File: config.mk
export PLATFORM = sky130hd
export DESIGN_NAME = delimiter_byte_segmenter
export DESIGN_NICKNAME = d
export VERILOG_FILES = /design/src/hw/rtl/dbs_pkg.sv /design/src/hw/rtl/dbs_front.sv /design/src/hw/rtl/dbs_queue.sv /design/src/hw/rtl/dbs_back.sv /design/src/hw/rtl/delimiter_byte_segmenter.sv
export SDC_FILE = /design/constraint.sdc
export NUM_CORES = 1
export LEC_CHECK = 0
export BUFFER_PORTS_ARGS = -buffer_cell sky130_fd_sc_hd__buf_2
export CAP_MARGIN = 40
export CORE_ASPECT_RATIO = 0.75
export CORE_MARGIN = 2
export CORE_UTILIZATION = 30
export DETAILED_ROUTE_END_ITERATION = 6
export GPL_TIMING_DRIVEN = 0
export PLACE_DENSITY = 0.51
export SYNTH_ARGS = -nofsm -noshare
export SYNTH_HDL_FRONTEND = slang
export SYNTH_SLANG_ARGS = --single-unit
File: constraint.sdc
create_clock -name i_clk -period 8.45 [get_ports i_clk]
set_input_delay 1.2675 -clock i_clk [delete_from_list [all_inputs] [get_ports i_clk]]
set_output_delay 1.2675 -clock i_clk [all_outputs]
set_load 0.02 [all_outputs]
File: src/hw/rtl/dbs_pkg.sv
// dbs_pkg: shared types, constants and the delimiter encoder of the delimiter byte segmenter
// used by every module of the block; depends on nothing

package dbs_pkg;

    localparam int OFS_W     = 17;
    localparam int CP_W      = 21;
    localparam int CFG_IDX_W = 1;

    localparam logic [OFS_W-1:0] MAX_TEXT      = 17'd65536;
    localparam logic [CP_W-1:0]  DEFAULT_DELIM = 21'h002581;
    localparam logic [CP_W-1:0]  CP_MAX_1B     = 21'h00007F;
    localparam logic [CP_W-1:0]  CP_MAX_2B     = 21'h0007FF;
    localparam logic [CP_W-1:0]  CP_MAX_3B     = 21'h00FFFF;
    localparam logic [CP_W-1:0]  CP_MAX_4B     = 21'h10FFFF;
    localparam logic [CP_W-1:0]  SPLIT_RESET   = 21'd1;

    // queue between front and back, depth must be a power of two
    localparam int QDEPTH = 4;
    localparam int QPTR_W = $clog2(QDEPTH);
    localparam int QCNT_W = QPTR_W + 1;

    typedef enum logic [CFG_IDX_W-1:0] {
        CFG_DELIM = 1'b0,
        CFG_SPLIT = 1'b1
    } t_cfg_idx;

    typedef struct packed {
        logic [7:0] text_byte;
        logic       end_of_text;
    } t_in_item;

    typedef struct packed {
        logic [OFS_W-1:0] segment_begin;
        logic [OFS_W-1:0] segment_finish;
        logic             final_segment;
        logic             length_overflow;
    } t_out_item;

    typedef struct packed {
        logic [2:0]      len;
        logic [3:0][7:0] bytes;
    } t_delim;

    // per byte outcome: an optional inner segment and an optional final one
    typedef struct packed {
        logic             has_a;
        logic [OFS_W-1:0] a_begin;
        logic [OFS_W-1:0] a_finish;
        logic             has_b;
        logic [OFS_W-1:0] b_begin;
        logic [OFS_W-1:0] b_finish;
        logic             ovf;
    } t_seg_cmd;

    typedef struct packed {
        logic full;
        logic empty;
    } t_q_status;

    function automatic t_delim encode_delim(input logic [CP_W-1:0] cp_in);
        logic [CP_W-1:0] cp;
        t_delim          d;
        cp      = (cp_in == '0) ? DEFAULT_DELIM : cp_in;
        d.bytes = '0;
        if (cp <= CP_MAX_1B) begin
            d.len      = 3'd1;
            d.bytes[0] = cp[7:0];
        end else if (cp <= CP_MAX_2B) begin
            d.len      = 3'd2;
            d.bytes[0] = {3'b110, cp[10:6]};
            d.bytes[1] = {2'b10, cp[5:0]};
        end else if (cp <= CP_MAX_3B) begin
            d.len      = 3'd3;
            d.bytes[0] = {4'b1110, cp[15:12]};
            d.bytes[1] = {2'b10, cp[11:6]};
            d.bytes[2] = {2'b10, cp[5:0]};
        end else if (cp <= CP_MAX_4B) begin
            d.len      = 3'd4;
            d.bytes[0] = {5'b11110, cp[20:18]};
            d.bytes[1] = {2'b10, cp[17:12]};
            d.bytes[2] = {2'b10, cp[11:6]};
            d.bytes[3] = {2'b10, cp[5:0]};
        end else begin
            d.len = 3'd0;
        end
        return d;
    endfunction

endpackage

File: src/hw/rtl/dbs_front.sv
// dbs_front: takes text bytes, runs the delimiter match and segment state,
// and pushes per byte segment commands into the queue; depends on dbs_pkg

module dbs_front (
    input  logic                                 i_clk,
    input  logic                                 i_rst_n,
    input  logic                                 i_in_valid,
    input  dbs_pkg::t_in_item                    i_in_data,
    output logic                                 o_in_stall,
    input  logic                                 i_cfg_we,
    input  logic [dbs_pkg::CFG_IDX_W-1:0]        i_cfg_idx,
    input  logic [dbs_pkg::CP_W-1:0]             i_cfg_data,
    input  dbs_pkg::t_q_status                   i_q_status,
    output logic                                 o_push,
    output dbs_pkg::t_seg_cmd                    o_push_data
);

    logic [dbs_pkg::OFS_W-1:0] r_pos, n_pos;
    logic [dbs_pkg::OFS_W-1:0] r_os, n_os;
    logic                      r_so, n_so;
    logic [1:0]                r_mp, n_mp;
    logic                      r_ovf, n_ovf;
    dbs_pkg::t_delim           r_delim, n_delim;
    logic                      r_split, n_split;

    logic                      in_fire;
    logic [dbs_pkg::OFS_W-1:0] v_cur, v_nxt, v_dstart;
    logic                      v_found, v_fresh;
    dbs_pkg::t_seg_cmd         v_cmd;

    function automatic logic [dbs_pkg::OFS_W-1:0] sat_sub(
        input logic [dbs_pkg::OFS_W-1:0] a,
        input logic [1:0]                k
    );
        logic [dbs_pkg::OFS_W-1:0] kk;
        kk = {{(dbs_pkg::OFS_W-2){1'b0}}, k};
        return (a >= kk) ? (a - kk) : '0;
    endfunction

    assign o_in_stall = i_q_status.full;
    assign in_fire    = i_in_valid && !i_q_status.full;

    always_comb begin
        n_pos    = r_pos;
        n_os     = r_os;
        n_so     = r_so;
        n_mp     = r_mp;
        n_ovf    = r_ovf;
        n_delim  = r_delim;
        n_split  = r_split;
        v_cur    = r_pos;
        v_nxt    = r_pos;
        v_dstart = '0;
        v_found  = 1'b0;
        v_fresh  = 1'b1;
        v_cmd    = '0;
        o_push   = 1'b0;

        if (in_fire) begin
            // position saturates at the text limit and flags overflow
            if (r_pos >= dbs_pkg::MAX_TEXT) begin
                v_cur = dbs_pkg::MAX_TEXT;
                v_nxt = dbs_pkg::MAX_TEXT;
                n_ovf = 1'b1;
            end else begin
                v_nxt = r_pos + 1'b1;
            end

            if (r_split && r_delim.len != 3'd0) begin
                if (n_mp != 2'd0 && {1'b0, n_mp} < r_delim.len) begin
                    if (i_in_data.text_byte == r_delim.bytes[n_mp]) begin
                        v_fresh = 1'b0;
                        if (({1'b0, n_mp} + 3'd1) >= r_delim.len) begin
                            v_found  = 1'b1;
                            v_dstart = sat_sub(v_cur, 2'(r_delim.len - 3'd1));
                        end
                        n_mp = n_mp + 2'd1;
                    end else begin
                        // broken partial match turns into content
                        if (!n_so) begin
                            n_so = 1'b1;
                            n_os = sat_sub(v_cur, n_mp);
                        end
                        n_mp = 2'd0;
                    end
                end else begin
                    n_mp = 2'd0;
                end

                if (v_fresh) begin
                    if (i_in_data.text_byte == r_delim.bytes[0]) begin
                        if (r_delim.len == 3'd1) begin
                            v_found  = 1'b1;
                            v_dstart = v_cur;
                        end else begin
                            n_mp = 2'd1;
                        end
                    end else if (!n_so) begin
                        n_so = 1'b1;
                        n_os = v_cur;
                    end
                end

                if (v_found) begin
                    n_mp = 2'd0;
                    if (n_so && n_os < v_dstart) begin
                        v_cmd.has_a    = 1'b1;
                        v_cmd.a_begin  = n_os;
                        v_cmd.a_finish = v_dstart;
                    end
                    n_os = v_dstart;
                    n_so = 1'b1;
                end
            end else begin
                n_mp = 2'd0;
                if (!n_so) begin
                    n_so = 1'b1;
                    n_os = v_cur;
                end
            end

            n_pos     = v_nxt;
            v_cmd.ovf = n_ovf;

            if (i_in_data.end_of_text) begin
                // dangling partial match is content of the last segment
                if (n_mp != 2'd0) begin
                    if (!n_so) begin
                        n_so = 1'b1;
                        n_os = sat_sub(v_nxt, n_mp);
                    end
                    n_mp = 2'd0;
                end
                if (!n_so) begin
                    n_os = v_cur;
                end
                v_cmd.has_b    = 1'b1;
                v_cmd.b_begin  = n_os;
                v_cmd.b_finish = v_nxt;
                n_pos = '0;
                n_os  = '0;
                n_so  = 1'b0;
                n_mp  = 2'd0;
                n_ovf = 1'b0;
            end

            o_push = v_cmd.has_a || v_cmd.has_b;
        end else if (i_cfg_we) begin
            if (n_mp != 2'd0) begin
                if (!n_so) begin
                    n_so = 1'b1;
                    n_os = sat_sub(r_pos, n_mp);
                end
                n_mp = 2'd0;
            end
            case (dbs_pkg::t_cfg_idx'(i_cfg_idx))
                dbs_pkg::CFG_DELIM: n_delim = dbs_pkg::encode_delim(i_cfg_data);
                dbs_pkg::CFG_SPLIT: n_split = i_cfg_data[0];
                default: ;
            endcase
        end
    end

    assign o_push_data = v_cmd;

    always_ff @(posedge i_clk) begin
        if (!i_rst_n) begin
            r_pos   <= '0;
            r_os    <= '0;
            r_so    <= 1'b0;
            r_mp    <= 2'd0;
            r_ovf   <= 1'b0;
            r_delim <= dbs_pkg::encode_delim(dbs_pkg::DEFAULT_DELIM);
            r_split <= dbs_pkg::SPLIT_RESET[0];
        end else begin
            r_pos   <= n_pos;
            r_os    <= n_os;
            r_so    <= n_so;
            r_mp    <= n_mp;
            r_ovf   <= n_ovf;
            r_delim <= n_delim;
            r_split <= n_split;
        end
    end

endmodule

File: src/hw/rtl/dbs_queue.sv
// dbs_queue: small flop queue of segment commands between front and back
// depends on dbs_pkg for the command type and depth

module dbs_queue (
    input  logic                i_clk,
    input  logic                i_rst_n,
    input  logic                i_push,
    input  dbs_pkg::t_seg_cmd   i_push_data,
    input  logic                i_pop,
    output dbs_pkg::t_seg_cmd   o_head,
    output dbs_pkg::t_q_status  o_status
);

    dbs_pkg::t_seg_cmd          r_mem [dbs_pkg::QDEPTH];
    logic [dbs_pkg::QPTR_W-1:0] r_wr, n_wr;
    logic [dbs_pkg::QPTR_W-1:0] r_rd, n_rd;
    logic [dbs_pkg::QCNT_W-1:0] r_cnt, n_cnt;

    assign o_status.full  = (r_cnt == dbs_pkg::QCNT_W'(dbs_pkg::QDEPTH));
    assign o_status.empty = (r_cnt == '0);
    assign o_head         = r_mem[r_rd];

    always_comb begin
        n_wr  = i_push ? r_wr + 1'b1 : r_wr;
        n_rd  = i_pop ? r_rd + 1'b1 : r_rd;
        n_cnt = r_cnt;
        if (i_push && !i_pop) begin
            n_cnt = r_cnt + 1'b1;
        end else if (!i_push && i_pop) begin
            n_cnt = r_cnt - 1'b1;
        end
    end

    always_ff @(posedge i_clk) begin
        if (i_push) begin
            r_mem[r_wr] <= i_push_data;
        end
    end

    always_ff @(posedge i_clk) begin
        if (!i_rst_n) begin
            r_wr  <= '0;
            r_rd  <= '0;
            r_cnt <= '0;
        end else begin
            r_wr  <= n_wr;
            r_rd  <= n_rd;
            r_cnt <= n_cnt;
        end
    end

endmodule

File: src/hw/rtl/dbs_back.sv
// dbs_back: expands queued segment commands into one result beat per cycle, while the output
// is not stalled, through the output register; depends on dbs_pkg

module dbs_back (
    input  logic                i_clk,
    input  logic                i_rst_n,
    input  dbs_pkg::t_seg_cmd   i_head,
    input  dbs_pkg::t_q_status  i_q_status,
    output logic                o_pop,
    output logic                o_out_valid,
    input  logic                i_out_stall,
    output dbs_pkg::t_out_item  o_out_data
);

    logic               r_out_valid, n_out_valid;
    dbs_pkg::t_out_item r_out, n_out;
    logic               r_half, n_half;
    logic               load;

    assign load = !r_out_valid || !i_out_stall;

    always_comb begin
        n_out_valid = r_out_valid;
        n_out       = r_out;
        n_half      = r_half;
        o_pop       = 1'b0;
        if (load) begin
            n_out_valid = !i_q_status.empty;
            if (!i_q_status.empty) begin
                n_out.length_overflow = i_head.ovf;
                if (i_head.has_a && !r_half) begin
                    n_out.segment_begin  = i_head.a_begin;
                    n_out.segment_finish = i_head.a_finish;
                    n_out.final_segment  = 1'b0;
                    // keep the entry when its final segment is still to go
                    n_half = i_head.has_b;
                    o_pop  = !i_head.has_b;
                end else begin
                    n_out.segment_begin  = i_head.b_begin;
                    n_out.segment_finish = i_head.b_finish;
                    n_out.final_segment  = 1'b1;
                    n_half = 1'b0;
                    o_pop  = 1'b1;
                end
            end
        end
    end

    always_ff @(posedge i_clk) begin
        r_out <= n_out;
    end

    always_ff @(posedge i_clk) begin
        if (!i_rst_n) begin
            r_out_valid <= 1'b0;
            r_half      <= 1'b0;
        end else begin
            r_out_valid <= n_out_valid;
            r_half      <= n_half;
        end
    end

    assign o_out_valid = r_out_valid;
    assign o_out_data  = r_out;

endmodule

File: src/hw/rtl/delimiter_byte_segmenter.sv
// delimiter_byte_segmenter: top level, front matcher, command queue and result stage
// depends on dbs_pkg, dbs_front, dbs_queue and dbs_back
// a result beat passes a queue entry, then the output register, after its byte is taken
// one byte per cycle while the queue has room; one result beat per cycle while not stalled
// a byte that yields two segments takes two output beats, the four entry queue absorbs that
// reset: synchronous active low, clears match state, queue and output valid; no clearing pass

module delimiter_byte_segmenter (
    input  logic                          i_clk,
    input  logic                          i_rst_n,
    input  logic                          i_in_valid,
    input  dbs_pkg::t_in_item             i_in_data,
    output logic                          o_in_stall,
    output logic                          o_out_valid,
    output dbs_pkg::t_out_item            o_out_data,
    input  logic                          i_out_stall,
    input  logic                          i_cfg_we,
    input  logic [dbs_pkg::CFG_IDX_W-1:0] i_cfg_idx,
    input  logic [dbs_pkg::CP_W-1:0]      i_cfg_data
);

    logic               push;
    dbs_pkg::t_seg_cmd  push_data;
    logic               pop;
    dbs_pkg::t_seg_cmd  head;
    dbs_pkg::t_q_status q_status;

    dbs_front u_front (
        .i_clk       (i_clk),
        .i_rst_n     (i_rst_n),
        .i_in_valid  (i_in_valid),
        .i_in_data   (i_in_data),
        .o_in_stall  (o_in_stall),
        .i_cfg_we    (i_cfg_we),
        .i_cfg_idx   (i_cfg_idx),
        .i_cfg_data  (i_cfg_data),
        .i_q_status  (q_status),
        .o_push      (push),
        .o_push_data (push_data)
    );

    dbs_queue u_queue (
        .i_clk       (i_clk),
        .i_rst_n     (i_rst_n),
        .i_push      (push),
        .i_push_data (push_data),
        .i_pop       (pop),
        .o_head      (head),
        .o_status    (q_status)
    );

    dbs_back u_back (
        .i_clk       (i_clk),
        .i_rst_n     (i_rst_n),
        .i_head      (head),
        .i_q_status  (q_status),
        .o_pop       (pop),
        .o_out_valid (o_out_valid),
        .i_out_stall (i_out_stall),
        .o_out_data  (o_out_data)
    );

endmodule

==> impl_metrics.ini <==
[worst_setup_path]
cp.arrival_ps = 8740
cp.required_ps = 8950
path_max_fanout = 10
start_kind = flip-flop
crit_path_top_delay_cell = dfxtp_1
crit_path_max_incr_delay_ps = 660
reg2reg_depth = 29
r2r_end = u_queue.r_cnt[2]
critical_path_class = flip-flop to flip-flop
reg2reg_setup_slack_ps = 200
crit_path_end_kind = flip-flop
r2r_start = u_front.r_mp[1]
path_common_cell = ha_1

[hold_path]
holdPathEnd = u_front.r_delim[25]
holdCritPathClass = flip-flop to flip-flop
hold_path_depth = 2
hold_start = u_front.r_delim[25]

[cts]
cts_buffers = 44
cts_tree = yes
cts-root-buf = clkbuf_16
postCtsSetupBuffers = 0
cts.sinks = 401
cts_buffer_depth = 3
clk_pin_slew_ps = 70
cts_max_level = 2
cts_hold_buf = 0
insertion_delay_ps = 580

[yosys]
yosysWarnings = 0
ys_seq_area_share_pct = 55.3
synthCells = 1680
synth_fp_nets = 1761
ys.flop_type = edfxtp_1
synth.distinct_cells = 78
synthesis.area_um2 = 20300
async_flop_share_pct = 0
syn_area_per_cell_um2 = 12.1
synth_edf_count = 320
ys_ff_latch = 401

[global_route]
grt_max_degree = 59
antenna_found_initial = 1
grt-ovfl-total = 0
grt_pass1_vias = 14866
grt_usage_pct = 20.4
grt_pass1_wl_um = 105000

[pwr]
ir_drop_v = 0.000149
power_per_cell_area_nw_per_um2 = 249
p_leak_nw = 8.17

[drt]
dr_wl_met3_um = 6380
drc = 0
wl_met1_um = 34800
top_layer = met4
wl_per_cell_um = 26.3
wirelength_um = 72200
vias = 15239
viasPerCell = 5.55
dr.pass1.iters = 5
wl_met2_um = 29700
first_iter_violations = 1641
postRouteAntennaNets = 0

[timing]
setup_viol = 0
hold_slack_ps = 465
setup_ws_ps = 202
fin_crit_sh_pct = 97.6
rsz0062_at_grt = false
skew_ps = 18.3
timing.fmax_mhz = 121
slew_headroom_pct = 34.4
finalHoldViolations = 0
worst_slew_pin_slew_ps = 975
fin_crit_ps = 8250
final_max_slew_viol_count = 0

[final_layout]
final_nets = 1910
diodes = 0
instances_no_fill = 2744
multi_input_area_um2 = 8490
drive_above_1_share_pct = 17.5
fillers = 6611
area.growth.synth_to_final_pct = 16.2
regArea_um2 = 11200

[die]
die_x_um = 304
row_count = 82
dieArea_um2 = 69800
die_h_um = 229
core_um2 = 66900
start_util_pct = 30.4
io-pin-count = 74

[run]
maxCapViolCount = 0

[placement]
place_ws_ps = -546
gp_congestion = 1.01
hpwlAfterDp_um = 54800
place_inst = 2666
io_buffers = 70

[run_status]
outcome = completed
-- registers in the layout, indices dropped and copies added, names as in the netlist, named ones only --
name	flops
u_queue.r_mem	284
u_back.o_out_data	36
u_front.r_delim	31
u_front.r_os	17
u_front.r_pos	17
u_queue.r_cnt	3
u_front.r_mp	2
u_queue.r_rd	2
u_queue.r_wr	2
u_back.o_out_valid	1
u_back.r_half	1
u_front.r_ovf	1
u_front.r_so	1
u_front.r_split	1
-- cells in the final DEF, fill, tap and decap left out, types with 13 or more instances in the layout --
master     count
edfxtp_1     320
nand3_1       28
a21boi_0      13
and2_1        29
nand4_1       15
o22ai_1       14
buf_2         95
dfxtp_1       81
nand2_1      109
a22oi_1       23
nor4_1        18
clkbuf_1      85
ha_1          40
o21ai_0       75
xor2_1        25
nor3_1        49
mux4_2        74
a211oi_1      30
nor2b_1       44
xnor2_1       35
a221oi_1      30
nor2_1       165
mux2_2        41
mux2i_1       25
clkbuf_16     44
buf_1         16
inv_1         44
a21oi_1       70
-- repair_timing --
action	in CTS	in global routing
gates resized for setup	2	4
cloned	0	0
endpoints found under the setup margin	235	1
-- synth_stat cells (26+ instances only) --
master | n | area [um2]
a211oi_1 | 30 | 225
a21oi_1 | 71 | 355
a221oi_1 | 30 | 263
a22oi_1 | 26 | 195
and2_1 | 33 | 206
clkbuf_1 | 75 | 282
dfxtp_1 | 81 | 1620
edfxtp_1 | 320 | 9610
ha_1 | 40 | 500
inv_1 | 44 | 165
mux2_2 | 41 | 462
mux4_2 | 74 | 1670
nand2_1 | 109 | 409
nand3_1 | 28 | 140
nor2_1 | 166 | 623
nor2b_1 | 44 | 275
nor3_1 | 50 | 250
o21ai_0 | 75 | 375
xnor2_1 | 35 | 307
-- worst max-delay path: cells and delay by family (launching register included) --
family                     cells  cell delay (ps)
AOI/OAI and AO/OA              9             2190
and+or+nand+nor                8             1840
buffers and inverters          6             1640
adders and majority gates      5             1630
DFF                            1              660
xor gates and xnor gates       1              180
-- cell type report --
class / instances / area share [%]
inverters: 45 / 0.715
repair buffers: 105 / 3.13
multi-input cells: 1121 / 36.0
flip-flops and latches: 401 / 47.6
well taps: 882 / 4.67
clock inverters: 24 / 1.14
clock buffers: 55 / 4.84
plain buffers: 111 / 1.95
-- per-stage QoR --
step	instance area [um2]	power, mW	setup TNS, ps	utilization [%]
floorplan	20300	3.45	0	-
global placement	21800	3.94	-957810	32.5
detailed placement	22200	4.01	-54430	33.1
CTS	23600	5.95	0	35.3
global route	23600	6.14	0	35.3
finish	23600	5.87	0	35.3
-- worst max path at each step --
stage                 startpoint              endpoint  slack [ps]
2_1_floorplan  u_front.r_pos[16]   u_queue.r_mem[0][0]        1220
3_3_place_gp   u_front.r_pos[16]  u_queue.r_mem[2][37]       -3220
3_5_place_dp   u_front.r_pos[16]      u_queue.r_cnt[2]        -550
4_1_cts        u_front.r_pos[16]      u_queue.r_cnt[2]          80
5_1_grt          u_front.r_mp[1]      u_queue.r_cnt[2]         110
6_report         u_front.r_mp[1]      u_queue.r_cnt[2]         200
-- logic make-up after synthesis --
| kind of cell | Yosys count | synth area share, % |
|---|---|---|
| AND/OR/NAND/NOR | 518 | 12.3 |
| flip-flops | 401 | 55.3 |
| AO/OA/AOI/OAI | 357 | 11.9 |
| buffers and inverters | 158 | 3.12 |
| multiplexers | 141 | 11.8 |
| XOR/XNOR | 60 | 2.59 |
| adder cells (fa/ha/maj) | 45 | 2.96 |
-- metal layers --
layer | global-route usage, % | vias to the layer above
li1 | - | 6726
met1 | 31.2 | 7777
met2 | 28.9 | 648
met3 | 4.83 | 88
met4 | 4.16 | 0
met5 | 0 | -
-- report_power, final --
| part | internal [mW] | switching, mW |
|---|---|---|
| clock | 1.11 | 0.807 |
| sequential | 2.36 | 0.0619 |
| combinational | 0.638 | 0.891 |
Power figures use the tool's default switching activity.
